**src/design/bmg_pkg.sv**
```systemverilog
// ---------------------------------------------------------------------------
// Box-Muller sample generator package
// Widths, fixed-point constants, series tables and shared types.
// ---------------------------------------------------------------------------
`default_nettype none

package bmg_pkg;

  // Port widths and register reset.
  localparam int unsigned INDEX_W     = 14;
  localparam int unsigned SIGMA_W     = 16;
  localparam int unsigned SAMPLE_W    = 24;
  localparam int unsigned MAG_W       = 23;
  localparam logic [SIGMA_W-1:0] SIGMA_RESET = 16'd256;
  localparam int unsigned SAMPLE_LIMIT = 4504000;

  // Parameter defaults.
  localparam int unsigned UNIFORM_LEVELS_DEF = 10001;
  localparam int unsigned FRAC_BITS_DEF      = 12;

  // Internal datapath widths.
  localparam int unsigned Q_SHIFT    = 30;
  localparam int unsigned PROD_W     = 24;
  localparam int unsigned NUM_W      = PROD_W + Q_SHIFT;
  localparam int unsigned ANGLE_STEP = 628;
  localparam int unsigned ANGLE_SCALE = 100;
  localparam int unsigned DIV_STAGES = 3;
  localparam int unsigned LEAD_W     = $clog2(INDEX_W);
  localparam int unsigned LOG_ROUNDS = 24;
  localparam int unsigned LOG_W      = LEAD_W + LOG_ROUNDS;
  localparam int unsigned DIFF_W     = 29;
  localparam int unsigned RAD_W      = 30;
  localparam int unsigned ROOT_W     = 27;
  localparam int unsigned REM_W      = 29;
  localparam int unsigned COS_W      = 31;
  localparam int unsigned X2_W       = 32;
  localparam int unsigned MID_W      = 28;
  localparam int unsigned RECIP_W    = 33;
  localparam int unsigned SERIES_N   = 6;
  localparam int unsigned RADIUS_LAT = 1 + LOG_ROUNDS + 2 + ROOT_W;

  // Fixed-point constants in Q30.
  localparam logic [30:0] ONE_Q30           = 31'h4000_0000;
  localparam logic [30:0] TWO_LN2_Q30       = 31'd1488522236;
  localparam logic [32:0] HALF_PI_Q30       = 33'd1686629713;
  localparam logic [32:0] PI_Q30            = 33'd3373259426;
  localparam logic [32:0] THREE_HALF_PI_Q30 = 33'd5059889139;
  localparam logic [32:0] TWO_PI_Q30        = 33'd6746518852;

  // Cosine series divisors 132, 90, 56, 30, 12, 2 as ceil(2^S/d) and S.
  localparam logic [RECIP_W-1:0] SERIES_RECIP [SERIES_N] = '{
    33'd8329633544, 33'd6108397933, 33'd4908534053,
    33'd4581298450, 33'd5726623062, 33'd4294967296
  };
  localparam int unsigned SERIES_SHIFT [SERIES_N] = '{40, 39, 38, 37, 36, 33};

  // One input beat after classification.
  typedef struct packed {
    logic [INDEX_W-1:0] radius_index;
    logic [INDEX_W-1:0] angle_index;
    logic               radius_zero;
  } bmg_beat_t;

  // Queue status seen by the front and back.
  typedef struct packed {
    logic full;
    logic empty;
  } bmg_queue_status_t;

  // Log2 in Q24 by repeated squaring; evaluated at elaboration.
  function automatic logic [63:0] log2_q24(input logic [31:0] x);
    logic [63:0] y;
    logic [63:0] f;
    logic [63:0] n;
    n = '0;
    for (int i = 0; i < 31; i++) begin
      if ((x >> (i + 1)) != 32'd0) n = 64'(i + 1);
    end
    y = 64'(x) << (64'd30 - n);
    f = '0;
    for (int k = 0; k < 24; k++) begin
      y = (y * y) >> 30;
      f = f << 1;
      if (y >= (64'd1 << 31)) begin
        y = y >> 1;
        f = f | 64'd1;
      end
    end
    return (n << 24) | f;
  endfunction

  // Width of the raw angle quotient for a given number of levels.
  function automatic int unsigned theta_width(input int unsigned levels);
    return NUM_W + 1 - $clog2(ANGLE_SCALE * levels + 1);
  endfunction

  // Number of conditional subtract stages for the 2*pi reduction.
  function automatic int unsigned red_stages(input int unsigned levels);
    int unsigned tw;
    tw = theta_width(levels);
    return (tw > 33) ? (tw - 32) : 1;
  endfunction

  // Pipeline depth of the angle unit: product, reciprocal divide,
  // reduction, fold, square and two stages per series term.
  function automatic int unsigned angle_latency(input int unsigned levels);
    return 1 + DIV_STAGES + red_stages(levels) + 2 + 2 * SERIES_N;
  endfunction

endpackage

`default_nettype wire

```
**src/design/bmg_front.sv**
```systemverilog
// ---------------------------------------------------------------------------
// Front end
// Takes a command beat, flags a zero radius index, and pushes the beat
// into the queue.
// ---------------------------------------------------------------------------
`default_nettype none

module bmg_front (
  input  logic                            clk,
  input  logic                            rst,
  input  logic                            start,
  input  logic [bmg_pkg::INDEX_W-1:0]     radius_index,
  input  logic [bmg_pkg::INDEX_W-1:0]     angle_index,
  input  bmg_pkg::bmg_queue_status_t      q_status,
  output logic                            busy,
  output logic                            push,
  output bmg_pkg::bmg_beat_t              push_beat
);
  import bmg_pkg::*;

  logic      held;
  logic      held_next;
  bmg_beat_t beat;
  logic      accept;

  // Handshake on the command side.
  assign push   = held & ~q_status.full;
  assign busy   = held & q_status.full;
  assign accept = start & ~busy;

  always_comb begin
    held_next = held;
    if (accept) begin
      held_next = 1'b1;
    end else if (push) begin
      held_next = 1'b0;
    end
  end

  always_ff @(posedge clk) begin
    if (rst) begin
      held <= 1'b0;
    end else begin
      held <= held_next;
    end
  end

  // Capture and classify the beat.
  always_ff @(posedge clk) begin
    if (accept) begin
      beat.radius_index <= radius_index;
      beat.angle_index  <= angle_index;
      beat.radius_zero  <= (radius_index == '0);
    end
  end

  assign push_beat = beat;

endmodule

`default_nettype wire

```
**config.mk**
```make
export PLATFORM = sky130hd
export DESIGN_NAME = bmg_front
export DESIGN_NICKNAME = d
export VERILOG_FILES = /design/src/design/bmg_pkg.sv /design/src/design/bmg_front.sv
export SDC_FILE = /design/constraint.sdc
export NUM_CORES = 1
export LEC_CHECK = 0
export BUFFER_PORTS_ARGS = -buffer_cell sky130_fd_sc_hd__buf_2
export CAP_MARGIN = 25
export CORE_ASPECT_RATIO = 0.7
export CORE_MARGIN = 5
export CORE_UTILIZATION = 45
export CTS_BUF_LIST = sky130_fd_sc_hd__clkbuf_4
export DETAILED_ROUTE_END_ITERATION = 12
export PLACE_DENSITY_LB_ADDON = 0.25
export SLEW_MARGIN = 5
export SYNTH_ARGS = -nofsm -noshare
export SYNTH_HDL_FRONTEND = slang
export SYNTH_SLANG_ARGS = --single-unit
```
**constraint.sdc**
```tcl
create_clock -name clk -period 6.3 [get_ports clk]
set_input_delay 0.63 -clock clk [delete_from_list [all_inputs] [get_ports clk]]
set_output_delay 0.63 -clock clk [all_outputs]
set_load 0.02 [all_outputs]
```
## Word level (Yosys, flattened, before mapping)

Index checks and enable logic that the tools add are counted.
W data, S select, Z words.

- Register bits after elaboration: 30
- Input port bits: 33
- Word-level logic and storage cells: 13
- Output and inout port bits: 31

- Multiplexer cells: 2
- Reductions and logical operators: 2
- Bitwise gates (word level): 5

Operators by type and width:

| cell | number |
|---|---|
| $logic_not A14 Y1 | 1 |
| $and A1 B1 Y1 | 3 |
| $mux W1 | 2 |
| $not A1 Y1 | 2 |
| $reduce_bool A2 Y1 | 1 |

## Longest topological paths before layout

Gate-level depths: netlist (run 1).

- Word-level depth: 4
- Mapped depth: 2
- Gate-level depth less buffers: 2

## Worst setup path after synthesis (run 1)

No wires, ideal clock.

- Path type: input to register
- Start: input q_status[1] (netlist name)
- End: register beat, in the netlist push_beat[0] (enable)
- Setup slack: 3.685 ns
- Required time: 5.882 ns
- Stages on the path: 2
- Arrival time: 2.197 ns
- Cells stage by stage: and2_1 nor2b_1

- Word-level cells in the longest chain between the ends: 3

Ends and longest elaborated chain:

| what | RTL line | RTL |
|---|---|---|
| start, declared | bmg_front.sv:14 | `input bmg_pkg::bmg_queue_status_t q_status,` |
| $and A1 B1 Y1 | bmg_front.sv:28 | `assign busy = held & q_status.full;` |
| $not A1 Y1 | bmg_front.sv:29 | `assign accept = start & ~busy;` |
| $and A1 B1 Y1 | bmg_front.sv:29 |  |
| via accept | bmg_front.sv:24 | `logic accept;` |
| end, declared | bmg_front.sv:23 | `bmg_beat_t beat;` |

The timed path passes the listed nets, and every way through them passes these cells.
A chain may end at the register's enable or synchronous reset.

## Worst setup path in the final report (run 1)

- Start: input q_status[1] (netlist name)
- End: output busy

- Word-level cells in the longest chain between the ends: 1

Ends and longest elaborated chain:

| what | RTL line | RTL |
|---|---|---|
| $and A1 B1 Y1 | bmg_front.sv:28 |  |
| end, declared | bmg_front.sv:15 | `output logic busy,` |

No other way between the ends.

==> flow_metrics.env, run 1 <==
export IMPL_report_final_slew_viol_count=0
export IMPL_timing_critical_path_buf_inv=2
export IMPL_critical_path_reg2reg_startpoint="held$_SDFFE_PP0P_"
export IMPL_tritoncts_num_sinks=30
export IMPL_leakage_nw=0.593
export IMPL_via_count=631
export IMPL_ff2ff_setup_slack_ps=5060
export IMPL_arrival_ps=1070
export IMPL_nNetsFinal=143
export IMPL_synth_compound_area_share=0.00527
export IMPL_fraction_of_final_layout_cells_sized_beyond_drive_strength_1=0.640
export IMPL_final_util=0.698
export IMPL_critPathKind="input pin to output pin"
export IMPL_setup_total_negative_slack_ps=0
export IMPL_timing_critical_path_slowest_stage_cell="sky130_fd_sc_hd__and2_1"
export IMPL_max_vdd_ir_drop_uv=159
export IMPL_timing_clock_skew_ps=5.37
export IMPL_ys_ff_latch=30
export IMPL_wl_per_cell_um=14.2
export IMPL_die_area_mm2=0.00314
export IMPL_hold_class="input pin to flip-flop"
export IMPL_remaining_drc_errors=0
export IMPL_layout_area_seq_um2=891
export IMPL_worstMarginPinSlew_ps=349
export IMPL_syn_inst=40
export IMPL_synth_top_area_share=0.917
export IMPL_std_cell_rows=13
export IMPL_n_antenna_cell=0
export IMPL_fraction_of_the_mapped_netlist_area_in_adder_cells=0
export IMPL_die_h_um=48.4
export IMPL_hold_start="rst"
export IMPL_ys_types=8
export IMPL_drt_pass1_iter_count=2
export IMPL_hold_bufs_inserted_after_cts=0
export IMPL_grt_setup_unrepaired="false"
export IMPL_layout_filler_cells=134
export IMPL_cp_common_cell="sky130_fd_sc_hd__buf_2"
export IMPL_port_buffers=62
export IMPL_post_synth_main_area_contributors="sky130_fd_sc_hd__edfxtp_1 (92%), sky130_fd_sc_hd__dfxtp_1 (2.1%), sky130_fd_sc_hd__nor4_1 (2.0%)"
export IMPL_final_hold_viol_count=0
export IMPL_element_type_at_the_critical_path_start="input pin"
export IMPL_ant_nets=0
export IMPL_dp_hpwl_um=1460
export IMPL_clockBufferDepth=2
export IMPL_shortest_period_the_worst_path_allows_ps=1700
export IMPL_postCtsSetupBuffers=0
export IMPL_numPlacedInstances=125
export IMPL_multiInputGateArea_um2=61.3
export IMPL_synthesis_yosys_warnings=0
export IMPL_grt_pass1_wl_um=2820
export IMPL_max_freq_mhz=590
export IMPL_synth_net_count=73
export IMPL_ys_flop_type="sky130_fd_sc_hd__edfxtp_1"
export IMPL_io_pins=64
export IMPL_synth_largest_area_cell="sky130_fd_sc_hd__edfxtp_1"
export IMPL_initial_antenna_violation_count=0
export IMPL_finalSetupViolations=0
export IMPL_cts_buffers_inserted=5
export IMPL_worst_path_max_fanout=3
export IMPL_synthSimpleGateAreaFrac=0.0567
export IMPL_floorplan_die_width_um=64.9
export IMPL_placeableCoreArea_mm2=0.00194
export IMPL_crit_path_cell_chain="buf_2 > and2_1 > buf_2"
export IMPL_cts_htree_levels=2
export IMPL_gpl_final_weighted_congestion=0.639
export IMPL_cap_viol_max_count=0
export IMPL_clock_insertion_delay_worst_skew_ps=320
export IMPL_synth_edf_count=29
export IMPL_cts_resized=0
export IMPL_crit_path_end_kind="output pin"
export IMPL_timing_critical_path_max_delay_family="buffers and inverters"
export IMPL_route_detailed_vias_per_inst=4.74
export IMPL_synth_seq_area_share=0.938
export IMPL_post_synth_most_frequent_cells="sky130_fd_sc_hd__edfxtp_1 (29), sky130_fd_sc_hd__nor4_1 (3), sky130_fd_sc_hd__nor2_1 (2), sky130_fd_sc_hd__nor2b_1 (2)"
export IMPL_root_buffer="sky130_fd_sc_hd__clkbuf_4"
export IMPL_post_route_fraction_of_the_period_consumed_by_the_critical_path=0.269
export IMPL_setup_worst_path_start="q_status[1]"
export IMPL_groute_usage_overall=0.124
export IMPL_tritoncts_clock_tree="yes"
export IMPL_pwr_density_cell_mw_per_mm2=284
export IMPL_global_route_total_overflow=0
export IMPL_yosysMostFrequentCell="sky130_fd_sc_hd__edfxtp_1"
export IMPL_synth_avg_cell_area_um2=23.7
export IMPL_critPathMaxStageDelay_ps=170
export IMPL_synth_xor_xnor_area_share=0
export IMPL_cell_count_final_fillers_out=133
export IMPL_netlist_area_um2=950
export IMPL_drt_iter0_markers=23
export IMPL_synth_top_family_by_area="simple AND/OR/NAND/NOR gates"
export IMPL_asyncSetResetFlopFracSynth=0
export IMPL_cp_data_required_time_ps=5670
export IMPL_clkSlewWorstSetupHoldPaths_ps=80
export IMPL_synthMuxAreaShare=0
export IMPL_outcome="completed"
export IMPL_grt_pass1_vias=662
export IMPL_grt_max_degree=30
export IMPL_postRouteWirelength_um=1890
export IMPL_initial_utilization=0.491
export IMPL_area_growth_pct=42.3
export IMPL_maxSlewHeadroom=0.767
[cells by family (layout without fill, tap and decap cells)]
group / count (synthesis) / count (layout)
flops: 30 / 30
simple gates: 9 / 9
compound gates: 1 / 1
buf+inv: 0 / 71
[worst paths after layout]
kind                                  end  cells past startpoint
hold reg to reg         held$_SDFFE_PP0P_                      2
setup / recovery                     busy                      3
hold / removal          held$_SDFFE_PP0P_                      2
setup reg to reg  push_beat[17]$_DFFE_PP_                      3
[report_power, final]
part | switching, mW | internal (mW)
registers | 0.00242 | 0.232
clock network | 0.0607 | 0.0461
logic | 0.0271 | 0.0156
total | 0.0902 | 0.294
[metrics by stage]
step	cell area [um^2]	setup slack, ps	hold slack [ps]	total power, mW
finish	1350	4600	460	0.384
global route	1350	4590	458	0.400
CTS	1350	4600	449	0.388
detailed placement	1300	4600	494	0.283
global placement	1300	4610	472	0.282
floorplan	950	3680	457	0.260
[routing by layer]
layer	part of all wire	track usage
met2	0.51	0.205
met3	0.12	0.0668
met4	0	0.0632
met1	0.37	0.125
met5	0	0
[state kept, by name (all words and copies together) (netlist names)]
name	cells
held	1
push_beat	29
[placed cells by master, fill, tap and decap left out]
master,count
sky130_fd_sc_hd__nor2_1,2
sky130_fd_sc_hd__dfxtp_1,1
sky130_fd_sc_hd__and2_1,1
sky130_fd_sc_hd__edfxtp_1,29
sky130_fd_sc_hd__nor2b_2,1
sky130_fd_sc_hd__clkinv_2,1
sky130_fd_sc_hd__clkinv_1,1
sky130_fd_sc_hd__clkbuf_4,6
sky130_fd_sc_hd__buf_4,1
sky130_fd_sc_hd__nor4_1,3
sky130_fd_sc_hd__buf_2,62
sky130_fd_sc_hd__and4_1,1
sky130_fd_sc_hd__a21oi_1,1
sky130_fd_sc_hd__nor2b_1,1
[layout make-up]
class / instances / share of cell area
flip-flops and latches: 30 / 0.659
repair buffers: 63 / 0.235
multi-input cells: 10 / 0.0454
clock buffers: 6 / 0.0333
well taps: 22 / 0.0204
clock inverters: 2 / 0.00648
(Power assumes the default switching activity.)
==> run 2, diff against run 1 <==
ABC_AREA = 1   (was default)
CORE_UTILIZATION = 38   (was 45)
clock period = 1.37 ns   (was 6.3 ns; I/O delays follow)
==> flow_metrics.env, run 2 <==
export IMPL_outcome="completed"
export IMPL_nNetsFinal=189
export IMPL_placeableCoreArea_mm2=0.00248
export IMPL_fin_total_pwr_mw=1.84
export IMPL_timing_critical_path_buf_inv=2
export IMPL_finalSetupViolations=0
export IMPL_post_synth_main_area_contributors="sky130_fd_sc_hd__edfxtp_1 (87%), sky130_fd_sc_hd__inv_1 (4.1%), sky130_fd_sc_hd__nor2_1 (2.6%)"
export IMPL_ys_types=8
export IMPL_gpl_final_weighted_congestion=0.701
export IMPL_layout_filler_cells=186
export IMPL_netlist_area_um2=997
export IMPL_placement_setup_worst_slack_ps=242
export IMPL_global_route_total_overflow=0
export IMPL_synth_net_count=90
export IMPL_groute_usage_overall=0.129
export IMPL_final_setup_worst_slack_ps=249
export IMPL_max_vdd_ir_drop_uv=668
export IMPL_pwr_density_cell_mw_per_mm2=1070
export IMPL_cts_htree_levels=2
export IMPL_timing_critical_path_max_delay_family="flip-flops"
export IMPL_post_route_fraction_of_the_period_consumed_by_the_critical_path=0.818
export IMPL_grt_setup_unrepaired="false"
export IMPL_synth_largest_area_cell="sky130_fd_sc_hd__edfxtp_1"
export IMPL_critical_path_reg2reg_startpoint="held$_SDFFE_PP0P_"
export IMPL_io_pins=64
export IMPL_port_buffers=62
export IMPL_crit_path_end_kind="flip-flop"
export IMPL_area_growth_pct=72.6
export IMPL_critPathKind="flip-flop to flip-flop"
export IMPL_grt_pass1_wl_um=3470
export IMPL_floorplan_die_width_um=71.2
export IMPL_timing_clock_skew_ps=7.97
export IMPL_cts_buffers_inserted=5
export IMPL_synth_edf_count=29
export IMPL_critPathMaxStageDelay_ps=310
export IMPL_postRouteWirelength_um=2210
export IMPL_worstReg2RegEnd="push_beat[11]$_DFFE_PP_"
export IMPL_ff2ff_setup_slack_ps=250
export IMPL_timing_critical_path_slowest_stage_cell="sky130_fd_sc_hd__dfxtp_1"
export IMPL_dp_hpwl_um=1480
export IMPL_cts_resized=0
export IMPL_hold_class="input pin to flip-flop"
export IMPL_maxSlewHeadroom=0.874
export IMPL_wl_per_cell_um=11.5
export IMPL_setup_worst_path_start="held$_SDFFE_PP0P_"
export IMPL_largest_register_ffs=29
export IMPL_synth_seq_area_share=0.893
export IMPL_shortest_period_the_worst_path_allows_ps=1120
export IMPL_leakage_nw=0.785
export IMPL_whs_ps=99.5
export IMPL_clkSlewWorstSetupHoldPaths_ps=80
export IMPL_clock_insertion_delay_worst_skew_ps=310
export IMPL_remaining_drc_errors=0
export IMPL_drt_pass1_iter_count=4
export IMPL_via_count=763
export IMPL_grt_pass1_vias=800
export IMPL_yosysMostFrequentCell="sky130_fd_sc_hd__edfxtp_1"
export IMPL_n_antenna_cell=0
export IMPL_synth_top_area_share=0.873
export IMPL_root_buffer="sky130_fd_sc_hd__clkbuf_4"
export IMPL_grt_max_degree=26
export IMPL_arrival_ps=1140
export IMPL_element_type_at_the_critical_path_start="flip-flop"
export IMPL_initial_utilization=0.403
export IMPL_ys_ff_latch=30
export IMPL_die_area_mm2=0.00377
export IMPL_synth_avg_cell_area_um2=17.5
export IMPL_tritoncts_num_sinks=30
export IMPL_clockBufferDepth=2
export IMPL_report_final_slew_viol_count=0
export IMPL_cp_data_required_time_ps=1390
export IMPL_worstMarginPinSlew_ps=189
export IMPL_worst_path_max_fanout=25
export IMPL_synthesis_yosys_warnings=0
export IMPL_std_cell_rows=15
export IMPL_ff2ff_path_depth=4
export IMPL_cap_viol_max_count=0
export IMPL_die_h_um=52.9
export IMPL_fraction_of_final_layout_cells_sized_beyond_drive_strength_1=0.459
export IMPL_layout_cells_most_common_list="sky130_fd_sc_hd__buf_2 (62), sky130_fd_sc_hd__dlygate4sd3_1 (29), sky130_fd_sc_hd__edfxtp_1 (29)"
export IMPL_crit_path_cell_chain="nand2_1 > inv_1 > nor2_4 > buf_12"
export IMPL_ant_nets=0
export IMPL_route_detailed_vias_per_inst=3.99
export IMPL_asyncSetResetFlopFracSynth=0
export IMPL_post_synth_most_frequent_cells="sky130_fd_sc_hd__edfxtp_1 (29), sky130_fd_sc_hd__inv_1 (11), sky130_fd_sc_hd__nor2_1 (7)"
export IMPL_postCtsSetupBuffers=0
export IMPL_worst_setup_path_endpoint="push_beat[11]$_DFFE_PP_"
export IMPL_worstSetupPathDepth=4
export IMPL_initial_antenna_violation_count=0
export IMPL_final_common_cell="sky130_fd_sc_hd__buf_2"
export IMPL_setup_total_negative_slack_ps=0
export IMPL_tritoncts_clock_tree="yes"
export IMPL_syn_inst=57
export IMPL_max_freq_mhz=892
export IMPL_drt_iter0_markers=19
export IMPL_final_hold_viol_count=0
export IMPL_ys_flop_type="sky130_fd_sc_hd__edfxtp_1"
-- run 2: changes by cell type in the layout (fill, tap and decap cells not counted), sizes merged --
cell,before,now
and2,1,0
and4,1,0
dlygate4sd3,0,29
inv,0,11
nand2,0,6
nand3,0,1
nor2,2,8
nor2b,2,0
nor4,3,0
-- run 2: through the flow --
step | instances | area (um^2) | utilization
2_1_floorplan | 57 | 1000 | -
6_report | 191 | 1720 | 0.695
4_1_cts | 190 | 1710 | 0.691
5_1_grt | 191 | 1720 | 0.695
3_3_place_gp | 154 | 1380 | 0.556
3_5_place_dp | 154 | 1380 | 0.556
-- run 2: layout make-up --
| class | instances | area (um^2) | share of cell area |
|---|---|---|---|
| multi-input cells | 16 | 72.6 | 0.0422 |
| inverters | 11 | 41.3 | 0.0240 |
| repair buffers | 92 | 621 | 0.360 |
| clock buffers | 6 | 45.0 | 0.0262 |
| clock inverters | 2 | 8.76 | 0.00509 |
| well taps | 34 | 42.5 | 0.0247 |
| flip-flops and latches | 30 | 891 | 0.517 |
-- run 2: worst reg2reg max path, cell delays in order, from the launching register on --
cell and delay (ps):
sky130_fd_sc_hd__dfxtp_1 310, sky130_fd_sc_hd__nand2_1 70, sky130_fd_sc_hd__inv_1 70, sky130_fd_sc_hd__nor2_4 170
sky130_fd_sc_hd__buf_12 210
-- run 2: timing repair --
action,in CTS,in global routing
endpoints found under the setup margin,0,0
hold endpoints to repair,28,1
hold buffers,28,1
-- run 2: how the worst min path moves through the flow --
stage	startpoint	to	slack, ps	cells after the start
5_1_grt	q_status[1]	held$_SDFFE_PP0P_	100	3
3_3_place_gp	rst	held$_SDFFE_PP0P_	290	2
4_1_cts	radius_index[5]	push_beat[20]$_DFFE_PP_	0.2	1
6_report	q_status[1]	held$_SDFFE_PP0P_	100	3
2_1_floorplan	rst	held$_SDFFE_PP0P_	210	1
3_5_place_dp	rst	held$_SDFFE_PP0P_	290	2
-- run 2: cell families (layout without fill, tap and decap cells) --
kind of cell / count (synthesis) / count (layout) / share of synthesized area
flip-flops: 30 / 30 / 0.893
AO/OA/AOI/OAI: 1 / 1 / 0.00501
AND/OR/NAND/NOR: 15 / 15 / 0.0602
buffers and inverters: 11 / 111 / 0.0414
-- run 2: metal layers --
metal	GRT usage	vias to the layer above	routed length, um
li1	-	392	-
met4	0.0750	0	13
met3	0.0683	2	279
met2	0.229	41	1090
met5	0	-	0
met1	0.120	328	825
-- run 2: report_power, final --
part	switching (mW)	internal, mW
Clock	0.274	0.212
Sequential	0.0109	1.07
Combinational	0.144	0.133
