### src/design/bmg_pkg.sv
// ---------------------------------------------------------------------------
// Box-Muller sample generator package
// Widths, fixed-point constants, series tables and shared types.
// ---------------------------------------------------------------------------
`default_nettype none

package bmg_pkg;

  // Port widths and register reset.
  localparam int unsigned INDEX_W     = 14;
  localparam int unsigned SIGMA_W     = 16;
  localparam int unsigned SAMPLE_W    = 24;
  localparam int unsigned MAG_W       = 23;
  localparam logic [SIGMA_W-1:0] SIGMA_RESET = 16'd256;
  localparam int unsigned SAMPLE_LIMIT = 4504000;

  // Parameter defaults.
  localparam int unsigned UNIFORM_LEVELS_DEF = 10001;
  localparam int unsigned FRAC_BITS_DEF      = 12;

  // Internal datapath widths.
  localparam int unsigned Q_SHIFT    = 30;
  localparam int unsigned PROD_W     = 24;
  localparam int unsigned NUM_W      = PROD_W + Q_SHIFT;
  localparam int unsigned ANGLE_STEP = 628;
  localparam int unsigned ANGLE_SCALE = 100;
  localparam int unsigned DIV_STAGES = 3;
  localparam int unsigned LEAD_W     = $clog2(INDEX_W);
  localparam int unsigned LOG_ROUNDS = 24;
  localparam int unsigned LOG_W      = LEAD_W + LOG_ROUNDS;
  localparam int unsigned DIFF_W     = 29;
  localparam int unsigned RAD_W      = 30;
  localparam int unsigned ROOT_W     = 27;
  localparam int unsigned REM_W      = 29;
  localparam int unsigned COS_W      = 31;
  localparam int unsigned X2_W       = 32;
  localparam int unsigned MID_W      = 28;
  localparam int unsigned RECIP_W    = 33;
  localparam int unsigned SERIES_N   = 6;
  localparam int unsigned RADIUS_LAT = 1 + LOG_ROUNDS + 2 + ROOT_W;

  // Fixed-point constants in Q30.
  localparam logic [30:0] ONE_Q30           = 31'h4000_0000;
  localparam logic [30:0] TWO_LN2_Q30       = 31'd1488522236;
  localparam logic [32:0] HALF_PI_Q30       = 33'd1686629713;
  localparam logic [32:0] PI_Q30            = 33'd3373259426;
  localparam logic [32:0] THREE_HALF_PI_Q30 = 33'd5059889139;
  localparam logic [32:0] TWO_PI_Q30        = 33'd6746518852;

  // Cosine series divisors 132, 90, 56, 30, 12, 2 as ceil(2^S/d) and S.
  localparam logic [RECIP_W-1:0] SERIES_RECIP [SERIES_N] = '{
    33'd8329633544, 33'd6108397933, 33'd4908534053,
    33'd4581298450, 33'd5726623062, 33'd4294967296
  };
  localparam int unsigned SERIES_SHIFT [SERIES_N] = '{40, 39, 38, 37, 36, 33};

  // One input beat after classification.
  typedef struct packed {
    logic [INDEX_W-1:0] radius_index;
    logic [INDEX_W-1:0] angle_index;
    logic               radius_zero;
  } bmg_beat_t;

  // Queue status seen by the front and back.
  typedef struct packed {
    logic full;
    logic empty;
  } bmg_queue_status_t;

  // Log2 in Q24 by repeated squaring; evaluated at elaboration.
  function automatic logic [63:0] log2_q24(input logic [31:0] x);
    logic [63:0] y;
    logic [63:0] f;
    logic [63:0] n;
    n = '0;
    for (int i = 0; i < 31; i++) begin
      if ((x >> (i + 1)) != 32'd0) n = 64'(i + 1);
    end
    y = 64'(x) << (64'd30 - n);
    f = '0;
    for (int k = 0; k < 24; k++) begin
      y = (y * y) >> 30;
      f = f << 1;
      if (y >= (64'd1 << 31)) begin
        y = y >> 1;
        f = f | 64'd1;
      end
    end
    return (n << 24) | f;
  endfunction

  // Width of the raw angle quotient for a given number of levels.
  function automatic int unsigned theta_width(input int unsigned levels);
    return NUM_W + 1 - $clog2(ANGLE_SCALE * levels + 1);
  endfunction

  // Number of conditional subtract stages for the 2*pi reduction.
  function automatic int unsigned red_stages(input int unsigned levels);
    int unsigned tw;
    tw = theta_width(levels);
    return (tw > 33) ? (tw - 32) : 1;
  endfunction

  // Pipeline depth of the angle unit: product, reciprocal divide,
  // reduction, fold, square and two stages per series term.
  function automatic int unsigned angle_latency(input int unsigned levels);
    return 1 + DIV_STAGES + red_stages(levels) + 2 + 2 * SERIES_N;
  endfunction

endpackage

`default_nettype wire

### src/design/bmg_queue.sv
// ---------------------------------------------------------------------------
// Beat queue
// Two-entry queue between the front end and the arithmetic back end.
// ---------------------------------------------------------------------------
`default_nettype none

module bmg_queue (
  input  logic                       clk,
  input  logic                       rst,
  input  logic                       push,
  input  bmg_pkg::bmg_beat_t         push_beat,
  input  logic                       pop,
  output bmg_pkg::bmg_beat_t         head,
  output bmg_pkg::bmg_queue_status_t status
);
  import bmg_pkg::*;

  bmg_beat_t  entry [2];
  logic       wr_ptr;
  logic       rd_ptr;
  logic [1:0] count;
  logic       do_push;
  logic       do_pop;

  assign status.full  = (count == 2'd2);
  assign status.empty = (count == 2'd0);
  assign do_push      = push & ~status.full;
  assign do_pop       = pop & ~status.empty;
  assign head         = entry[rd_ptr];

  // Pointers and fill count.
  always_ff @(posedge clk) begin
    if (rst) begin
      wr_ptr <= 1'b0;
      rd_ptr <= 1'b0;
      count  <= 2'd0;
    end else begin
      if (do_push) wr_ptr <= ~wr_ptr;
      if (do_pop)  rd_ptr <= ~rd_ptr;
      case ({do_push, do_pop})
        2'b10:   count <= count + 2'd1;
        2'b01:   count <= count - 2'd1;
        default: count <= count;
      endcase
    end
  end

  // Entry storage.
  always_ff @(posedge clk) begin
    if (do_push) entry[wr_ptr] <= push_beat;
  end

endmodule

`default_nettype wire

### config.mk
export PLATFORM = sky130hd
export DESIGN_NAME = bmg_queue
export DESIGN_NICKNAME = d
export VERILOG_FILES = /design/src/design/bmg_pkg.sv /design/src/design/bmg_queue.sv
export SDC_FILE = /design/constraint.sdc
export NUM_CORES = 1
export LEC_CHECK = 0
export ABC_AREA = 1
export ABC_CLOCK_PERIOD_IN_PS = 2400
export BUFFER_PORTS_ARGS = -buffer_cell sky130_fd_sc_hd__buf_2
export CAP_MARGIN = 0
export CORE_MARGIN = 5
export CORE_UTILIZATION = 45
export CTS_CLUSTER_DIAMETER = 80
export DETAILED_ROUTE_END_ITERATION = 16
export PLACE_DENSITY = 0.73
export SYNTH_ARGS = -nofsm -noshare
export SYNTH_HDL_FRONTEND = slang
export SYNTH_SLANG_ARGS = --single-unit
### constraint.sdc
create_clock -name clk -period 2.4 [get_ports clk]
set_input_delay 0 -clock clk [delete_from_list [all_inputs] [get_ports clk]]
set_output_delay 0 -clock clk [all_outputs]
set_load 0.005 [all_outputs]
# [Word level (Yosys, flattened, before mapping)]
# Memories as Yosys holds them, arrays and structs flattened. A register that Yosys moved wholly into a read port is not among the register bits.
# Cells that the tools add are included.
[word_totals] regBits=4 ram_bits=58 out_inout_bits=31 memories=1
[op_classes] n_addsub=2 eq_ne=3 n_mux=5 bitwise_logic=6 n_reduce_logical=2
[memory_table] memory="entry" words=2 word_bits=29 read_ports=1 rd_ports_with_merged_regs=1 write_ports=1 line_no="bmg_queue.sv:18" source="bmg_beat_t entry [2];"
[ops] operator="$eq A2 B2 Y1 const B" n=2
[ops] operator="$mux W1" n=4
[ops] operator="$not A1 Y1" n=4
[ops] operator="$pmux W2 S2" n=1
[ops] operator="$add A2 B1 Y2 const B" n=1
[ops] operator="$and A1 B1 Y1" n=2
[ops] operator="$eq A2 B1 Y1 const B" n=1
[ops] operator="$logic_not A2 Y1" n=1
[ops] operator="$reduce_bool A2 Y1" n=1
[ops] operator="$sub A2 B1 Y2 const B" n=1

# [Longest topological paths before layout]
# Gate-level depths: netlist of run 1.
[depth] word_depth=5 depth_mapped=10 depth_no_buf=10

# [Least setup slack after synthesis of run 1]
# OpenSTA, ideal clock, no wires.
[synth_timing] path_type="register to register" start="reg count[0]" end="mem entry[0][0] (netlist name) (enable)" setup_time_ns=0.415 t_arrival_ns=1.891 t_required_ns=1.985 setup_slack_ns=0.094 stages_incl_launch_ff=5 path_buffers=0 cell_sequence="dfxtp_1 nor2_1 nor2_1 inv_1 nor2_1"
[synth_rtl] element="from (decl)" line_no="bmg_queue.sv:21" source="logic [1:0] count;"
[synth_rtl] element="from (signal assigned)" line_no="bmg_queue.sv:41" source="2'b10: count <= count + 2'd1;"
[synth_rtl] element="from (signal assigned)" line_no="bmg_queue.sv:42" source="2'b01: count <= count - 2'd1;"
[synth_rtl] element="from (signal assigned)" line_no="bmg_queue.sv:43" source="default: count <= count;"
[synth_rtl] element="to (decl)" line_no="bmg_queue.sv:18"

# [Worst setup path in the final report of run 1]
[layout_timing] start="reg count[0]" end="mem entry[1][28] (netlist name) (enable)"
[layout_via] elab_chain_len=5
[layout_rtl] element="$eq A2 B2 Y1" line_no="bmg_queue.sv:25" source="assign status.full = (count == 2'd2);"
[layout_rtl] element="$not A1 Y1" line_no="bmg_queue.sv:27" source="assign do_push = push & ~status.full;"
[layout_rtl] element="$and A1 B1 Y1" line_no="bmg_queue.sv:27"
[layout_rtl] element="$mux W1" line_no="bmg_queue.sv:50" source="if (do_push) entry[wr_ptr] <= push_beat;"
[layout_rtl] element="$mux W1 (implied by the code)" line_no="bmg_queue.sv:50"
# Every way passes these cells.

==> results by stage, run 1 <==
Global route:
- The number of antenna violations at the first check in global routing is 0.
- For this run, global-route usage on met2 was measured as 0.212.
- The total congestion overflow is 0.
- The most used routing layer in global routing is met2.
- Across every metal layer, demand over resource in global routing totals 0.133.
- The first global-routing pass estimated 6.45 mm of wire.
- The fraction of met1 tracks used by global routing is 0.155.
- The number of global-route vias before repair was 1413.
- Entering global routing, the biggest net connects 22 pins.
- The global routing usage on met3 is 0.0434.

Detailed routing:
- The total iterations of the first detailed-routing run is 4.
- After detailed routing, the average wire length per cell comes to 13.4 µm.
- For this run, design rule violations remaining after detail routing come to 0.
- The number of vias after detailed routing is approximately 1400.
- The post-detailed-route count of antenna-violating nets is 0.
- The post-detailed-routing wire length is 4.17 mm.
- For this block, the initial DRC count from the detailed router was 53.
- The post-detailed-route via-to-cell ratio is 4.52.

Clock tree:
- The depth of the CTS H-tree is 3.
- TritonCTS built the clock tree.
- Clock latency on the worst-skew pair, taken at its later pin, is ~0.32 ns.
- The tree built by TritonCTS fans out to 63 sinks.
- The tree is rooted in a sky130_fd_sc_hd__clkbuf_8.
- The deepest clock path buffer count is 2.
- The post-cts resize count is 0.
- The clock-pin slew on the worst setup and hold paths is 0.06 ns.
- In this run, CTS created clock tree buffers numbering 9.

Synthesis:
- The netlist uses 13 different library cells.
- The count of yosys warnings during synthesis is 0.
- The area of the mapped netlist is 2380 µm².
- For this run, the register share of the synthesized area comes to 0.774.
- A synthesized cell averages 18.3 µm².
- Synthesis produced a netlist with a net count of 164.
- In this run, synthesis produced a sequential element count of 63.
- The cell count after synthesis is 130.

Setup path:
- The most used cell along the critical path is sky130_fd_sc_hd__nor2_1.
- STA puts the critical path data arrival time at 1.68 ns.
- On the worst path, the slowest cell contributes a delay of about 0.39 ns.
- The signal on the critical path passes through nor2_1, nor2_1, nand2_1, inv_1, buf_4.
- The path type of the worst setup path is register to register.
- The critical path startpoint category is a register.
- The maximum fanout along the worst path is 21.
- STA classifies the critical path endpoint as a register.
- Among cell families on the critical path, the largest total delay comes from buffers and inverters.
- The data required time of the critical path is approximately 2.4 ns.
- The number of buffer and inverter stages on the critical path is 2.
- The slowest stage of the critical path is the sky130_fd_sc_hd__dfxtp_1 cell.

Run status:
- The run finished with clean final reports.

Power:
- The areal power density over the cells is 842 nW/µm².
- In this run the static leakage power is between 1 and 1.5 nW.
- The maximum VDD drop is 0.528 mV.

Floorplanning:
- The I/O pin count is 64.
- The area enclosed by the die boundary is 6840 µm².
- The site row count is 26.
- For this configuration, the core starts out at a cell density of 0.466.
- Measured along the x axis, the die boundary spans slightly above 80 µm.
- In this run the standard cell core region covers 5110 µm².
- The overall die height is 82.7 µm.

STA:
- Between clock sinks in the finished design, the worst skew comes to ~0.0046 ns.
- The final count of pins violating max slew is 0.
- The final number of hold-violating endpoints is 0.
- Of the available clock period, the critical path in the final layout requires 0.698.
- For the pin with the worst max-slew slack, the measured transition is ~0.34 ns.
- The worst slew slack as a fraction of its limit is 0.773.
- The final critical path time including I/O delays and setup is 1.68 ns.
- Setup repair after global routing left no endpoint under its margin.
- The setup slack after layout is 0.724 ns.
- The total of endpoints with negative setup slack in the final report is 0.
- The maximum clock frequency is about 600 MHz.
- The accumulated negative setup slack is 0 ns.

Final layout:
- The area growth from synthesis to layout is 37.7%.
- The share of layout cells above drive strength 1 is 0.456.
- The final layout net count is 270.
- The number of antenna repair diodes is 0.

Place:
- Port buffering added 63 buffers.
- Routability-driven placement finished with a final weighted congestion of 0.710.
- OpenSTA, run right after detailed placement, puts the worst setup slack at ~0.7 ns.
- The HPWL after detailed placement is 2.73 mm.

Job:
- Across the run, the number of max-cap violations was 0.

Worst hold path:
- The path class of the tightest hold or removal check is input pin to register.
==> layout by cell type (no fill, tap or decap) <==
cell and instances:
sky130_fd_sc_hd__buf_2 63, sky130_fd_sc_hd__edfxtp_1 58, sky130_fd_sc_hd__dlygate4sd3_1 30, sky130_fd_sc_hd__mux2_2 19, sky130_fd_sc_hd__nor2_1 13, sky130_fd_sc_hd__clkbuf_8 12, sky130_fd_sc_hd__mux2_4 10, sky130_fd_sc_hd__inv_1 9
sky130_fd_sc_hd__nand2_1 8, sky130_fd_sc_hd__dfxtp_1 5, sky130_fd_sc_hd__buf_4 5, sky130_fd_sc_hd__clkbuf_1 4, sky130_fd_sc_hd__nor2_2 1, sky130_fd_sc_hd__o21ai_0 1, sky130_fd_sc_hd__a21oi_1 1, sky130_fd_sc_hd__nand4_1 1
sky130_fd_sc_hd__ha_1 1
==> metrics by stage <==
step / power (mW) / cell area, µm² / cells / hold WS [ns] / util
2_1_floorplan: 1.73 / 2380 / 130 / 0.0989 / -
3_3_place_gp: 1.93 / 2790 / 265 / 0.189 / 0.547
3_5_place_dp: 1.94 / 2790 / 265 / 0.192 / 0.547
4_1_cts: 2.79 / 3270 / 311 / 0.0549 / 0.641
5_1_grt: 2.90 / 3270 / 311 / 0.0924 / 0.641
6_report: 2.76 / 3270 / 311 / 0.0720 / 0.641
==> worst register-to-register path: cells and delay by family (launching register included) <==
kind | cells | cell delay [ns]
simple gates | 3 | 0.33
flops | 1 | 0.39
buf+inv | 2 | 0.63
==> logic make-up after synthesis <==
| kind of cell | count (synthesis) | share of synthesized area |
|---|---|---|
| adder cells (fa/ha/maj) | 1 | 0.00526 |
| AND/OR/NAND/NOR | 23 | 0.0374 |
| AO/OA/AOI/OAI | 2 | 0.00420 |
| flip-flops | 63 | 0.774 |
| multiplexers | 29 | 0.153 |
| buffers and inverters | 12 | 0.0258 |
==> routing by layer <==
| layer | vias to the layer above | share of wire |
|---|---|---|
| li1 | 694 | - |
| met1 | 651 | 0.42 |
| met2 | 50 | 0.48 |
| met3 | 11 | 0.071 |
| met4 | 0 | 0.020 |
| met5 | - | 0 |
==> area by class of cell <==
class / count / area [µm²]
fill: 382 / 1830
inverter: 9 / 33.8
tap: 70 / 87.6
sequential: 63 / 1840
multi-input combinational: 55 / 478
clock buffer: 16 / 180
timing repair buffer: 98 / 653
==> worst paths after layout <==
kind                            startpoint      endpoint  slack [ns]  depth (start not counted)
worst max-delay path              count[0]  entry[1][28]        0.72                          5
worst min-delay path                  push        wr_ptr        0.07                          5
worst max register to register    count[0]  entry[1][28]        0.72                          5
worst min register to register      rd_ptr      register        0.51                          2
==> flip-flops by register name (all words and copies together) (netlist names), named ones only <==
signal and count:
count 2, entry 58, wr_ptr 1, rd_ptr 1
==> power by group <==
group / internal (mW) / switching (mW)
Sequential: 1.34 / 0.0360
Clock: 0.462 / 0.348
Combinational: 0.305 / 0.263
Total: 2.11 / 0.647
==> cells in the mapped netlist <==
master	instances	area, µm²
sky130_fd_sc_hd__mux2_2	19	214
sky130_fd_sc_hd__a21oi_1	1	5.00
sky130_fd_sc_hd__buf_6	2	22.5
sky130_fd_sc_hd__mux2_4	10	150
sky130_fd_sc_hd__buf_2	1	5.00
sky130_fd_sc_hd__nor2_1	14	52.6
sky130_fd_sc_hd__edfxtp_1	58	1740
sky130_fd_sc_hd__nand4_1	1	6.26
sky130_fd_sc_hd__dfxtp_1	5	100
sky130_fd_sc_hd__nand2_1	8	30.0
sky130_fd_sc_hd__o21ai_0	1	5.00
sky130_fd_sc_hd__inv_1	9	33.8
sky130_fd_sc_hd__ha_1	1	12.5
==> what timing repair did <==
item                       4_1_cts  5_1_grt
hold buffers                    30        0
hold endpoints to repair        63        0
setup endpoints to repair        0        0
buffers inserted                 0        0
No activity file was read; power rests on OpenSTA's default activity.
==> run 2, diff against run 1 <==
ABC_AREA = 0   (was 1)
ABC_CLOCK_PERIOD_IN_PS = 1600   (was 2400)
PLACE_DENSITY = 0.7   (was 0.73)
clock period = 1.6 ns   (was 2.4 ns; I/O delays follow)
==> run 2 against run 1 <==
Power up 70%. Flip-flop and latch count unchanged. Clock power up 54%. Area after synthesis down 3.0%. Largest power group unchanged. Worst hold slack better by 0.046 ns. Combinational power up 120%. Global-route usage up 1.9 points. Final cell count down 4.5%. Critical path type unchanged. Fmax up 11%. Register-to-register slack worse by 0.63 ns. Design area down 0.76%. Clock skew about the same.
==> results by stage, run 2 <==
Floorplanning:
- For this configuration, the core starts out at a cell density of 0.458.
- The site row count is 26.
- Pin placement for this block handled 64 I/O pins.
- The overall die height is 81.6 µm.
- The die covers 6660 µm².
- From left edge to right edge, the die measures 81.6 µm.
- The area of the core region is roughly 5000 µm².

Final layout:
- The area growth from synthesis to layout is 40.8%.
- The largest registers in the layout are entry (58), count (2).
- In the layout the commonest cells are sky130_fd_sc_hd__buf_2 (63), sky130_fd_sc_hd__edfxtp_1 (58), sky130_fd_sc_hd__dlygate4sd3_1 (30).
- The count of cells in the finished layout, fillers not included, comes to 297.
- In the final layout, the share of cells above drive strength 1 is 0.471.
- The area taken by flip-flops and latches is 1850 µm².
- The number of antenna diodes in the final layout is 0.
- The register with the most flip-flops in the layout has 58 of them.
- The filler cell count is 392.
- The area of the multi-input gates is about 440 µm².
- The most common library cell in the layout ignoring fill and taps is sky130_fd_sc_hd__buf_2.
- After the last flow step, the layout net total stands at 256.
- The utilization after layout is 0.644.
- Ranked by flip-flop count, first place goes to entry.

Clock tree:
- The clock net sink count is 63.
- Post-CTS timing repair inserted 0 buffers for setup.
- The source-to-sink clock delay at the later pin of the worst-skew pair is between 0.3 and 0.4 ns.
- CTS built an H-tree with a depth of 3.
- The clock passes through at most 2 buffers.
- The number of clock buffers added by TritonCTS is 9.
- The clock root buffer master is sky130_fd_sc_hd__clkbuf_8.
- The CTS tree is done.
- Clock-pin slew was measured on the worst setup and hold paths at roughly 0.06 ns.

Detailed routing:
- The number of vias after detailed routing is 1384.
- After detailed routing, the number of remaining DRC violations is 0.
- The detail route stage leaves a number of antenna-violating nets equal to 0.
- The wire length per cell is 15.5 µm.
- The DRC marker count from the first detailed-route iteration is 65.
- After detailed routing, the total wire length is 4.59 mm.
- Using the TritonRoute via totals, the vias-per-cell ratio works out to 4.66.
- The total iterations of the first detailed-routing run is 5.

Setup path:
- The maximum fanout along the worst path is 18.
- The kind of end point of the critical path is a register.
- The path type of the worst setup path is register to register.
- The critical path startpoint category is a register.
- Data on the critical path arrives at its endpoint at 1.54 ns.
- The data required time of the critical path is around 1.6 ns.

Synthesis:
- The share of the Yosys chip area taken by registers is 0.798.
- The synthesized design spends more area on one cell type than any other, namely sky130_fd_sc_hd__edfxtp_1.
- The average size of a mapped cell is 19.9 µm².
- The share of synthesized flip-flops with an asynchronous set or reset is 0.
- The netlist uses 18 different library cells.
- The count of yosys warnings during synthesis is 0.
- Synthesis inferred 63 register bits.
- Yosys attributes the largest share of cell area to sky130_fd_sc_hd__edfxtp_1 (75%), sky130_fd_sc_hd__mux2_2 (11%), sky130_fd_sc_hd__dfxtp_1 (4.3%).
- After synthesis the cells add up to between 2000 and 2500 µm².
- sky130_fd_sc_hd__edfxtp_1 is the most common cell in the netlist.
- The synthesized net count is 150.
- The dominant synthesized flop cell is sky130_fd_sc_hd__edfxtp_1.
- Counting flops with a built-in enable in the synthesized netlist gives 58.
- The area share of the largest cell type after synthesis is 0.755.
- The cell count after synthesis is 116.
- Counting instances in the post-synthesis netlist gives the leading cell types as sky130_fd_sc_hd__edfxtp_1 (58), sky130_fd_sc_hd__mux2_2 (22), sky130_fd_sc_hd__mux2_1 (7), sky130_fd_sc_hd__dfxtp_1 (5), sky130_fd_sc_hd__nor2_1 (4).

STA:
- After routing, the total negative slack on setup checks comes to 0 ns.
- The final number of hold-violating endpoints came to 0.
- The final worst-path cycle share is 0.940.
- The setup skew after layout is 0.00496 ns.
- For this run, the top clock speed supported by timing is 665 MHz.
- The final count of pins violating max slew is 0.
- The worst slew slack as a fraction of its limit is 0.840.
- Setup repair after global routing left no endpoint under its margin.
- Setup violations remaining at the end of the flow were counted as 0.
- Counting I/O delays and the setup requirement, the final critical path takes 1.50 ns.
- At the pin with the least slew margin, the transition time is 0.238 ns.

Global route:
- The first global-routing pass estimated 7.25 mm of wire.
- The largest net degree at the start of global routing is 30.
- The overall global routing resource usage is 0.151.
- The number of antenna violations at the first check in global routing is 0.
- The number of global-route vias before repair is 1474.
- After global routing the overflow that remains totals 0.

Job:
- Max-cap violations in this run came to 0.

Place:
- After detailed placement, the design holds a cell count of 251.
- The global placement routability congestion is 0.696.
- The number of buffers inserted by port buffering is 63.
- The placed wire-length estimate after detailed placement is 3.03 mm.

Power:
- The areal power density over the cells is 1440 nW/µm².
- Across the VDD grid, the largest voltage drop is 0.859 mV.
- Summed over all cells, the static leakage comes to 1.25 nW.

Run status:
- The flow ran to the end, and the final reports show no timing, DRC or antenna violations.

Worst hold path:
- The type of the most critical hold path is input pin to register.
run 2: layer usage:
metal  up-vias  part of all wire  track usage
met2        39              0.56        0.265
met4         0             0.016       0.0748
met3         8             0.050       0.0482
li1        656                 -            -
met5         -                 0            0
met1       681              0.37        0.164
run 2: critical path, stage by stage (launching register included):
cell	delay (ns)
sky130_fd_sc_hd__dfxtp_4	0.37
sky130_fd_sc_hd__nand2b_2	0.15
sky130_fd_sc_hd__inv_2	0.04
sky130_fd_sc_hd__or3_1	0.36
sky130_fd_sc_hd__clkinvlp_4	0.12
sky130_fd_sc_hd__buf_12	0.16
run 2: per-stage QoR:
step | cell area, µm² | setup WS, ns | hold WS [ns] | power [mW]
finish | 3250 | 0.0962 | 0.118 | 4.68
global route | 3250 | 0.0297 | 0.153 | 4.93
CTS | 3240 | 0.0393 | 0.0945 | 4.74
detailed placement | 2760 | 0.0475 | 0.193 | 3.42
global placement | 2760 | 0.115 | 0.190 | 3.34
floorplan | 2310 | 0.0167 | 0.0650 | 2.87
run 2: logic make-up (layout without fill, tap and decap cells):
kind of cell | count (synthesis) | in the layout | synth area share
compound gates | 5 | 5 | 0.0119
xor+xnor | 3 | 3 | 0.0114
fa+ha+maj | 1 | 1 | 0.00542
buf+inv | 6 | 117 | 0.0114
flops | 63 | 63 | 0.798
mux | 29 | 29 | 0.142
simple gates | 9 | 9 | 0.0201
run 2: final timing paths:
path / start / cells past startpoint / slack [ns] / to
max: count[0] / 5 / 0.1 / entry[0][20]
min: push / 4 / 0.12 / wr_ptr
max reg2reg: count[0] / 5 / 0.1 / entry[0][20]
min reg2reg: wr_ptr / 2 / 0.51 / wr_ptr
run 2: layout make-up:
type	count	share of cell area
Inverter	3	0.00462
Sequential cell	63	0.568
Timing Repair Buffer	98	0.210
Clock inverter	6	0.0158
Tap cell	70	0.0270
Multi-Input combinational cell	47	0.136
Clock buffer	10	0.0393
run 2: what timing repair did:
| action | in CTS | in global routing |
|---|---|---|
| hold endpoints to repair | 63 | 0 |
| setup endpoints to repair | 0 | 11 |
| gates resized for setup | 0 | 2 |
| hold buffers | 30 | 0 |
run 2: power by group:
part           internal (mW)  switching [mW]
Clock                  0.698           0.550
Sequential              2.09          0.0864
Combinational          0.669           0.580
Total                   3.46            1.22
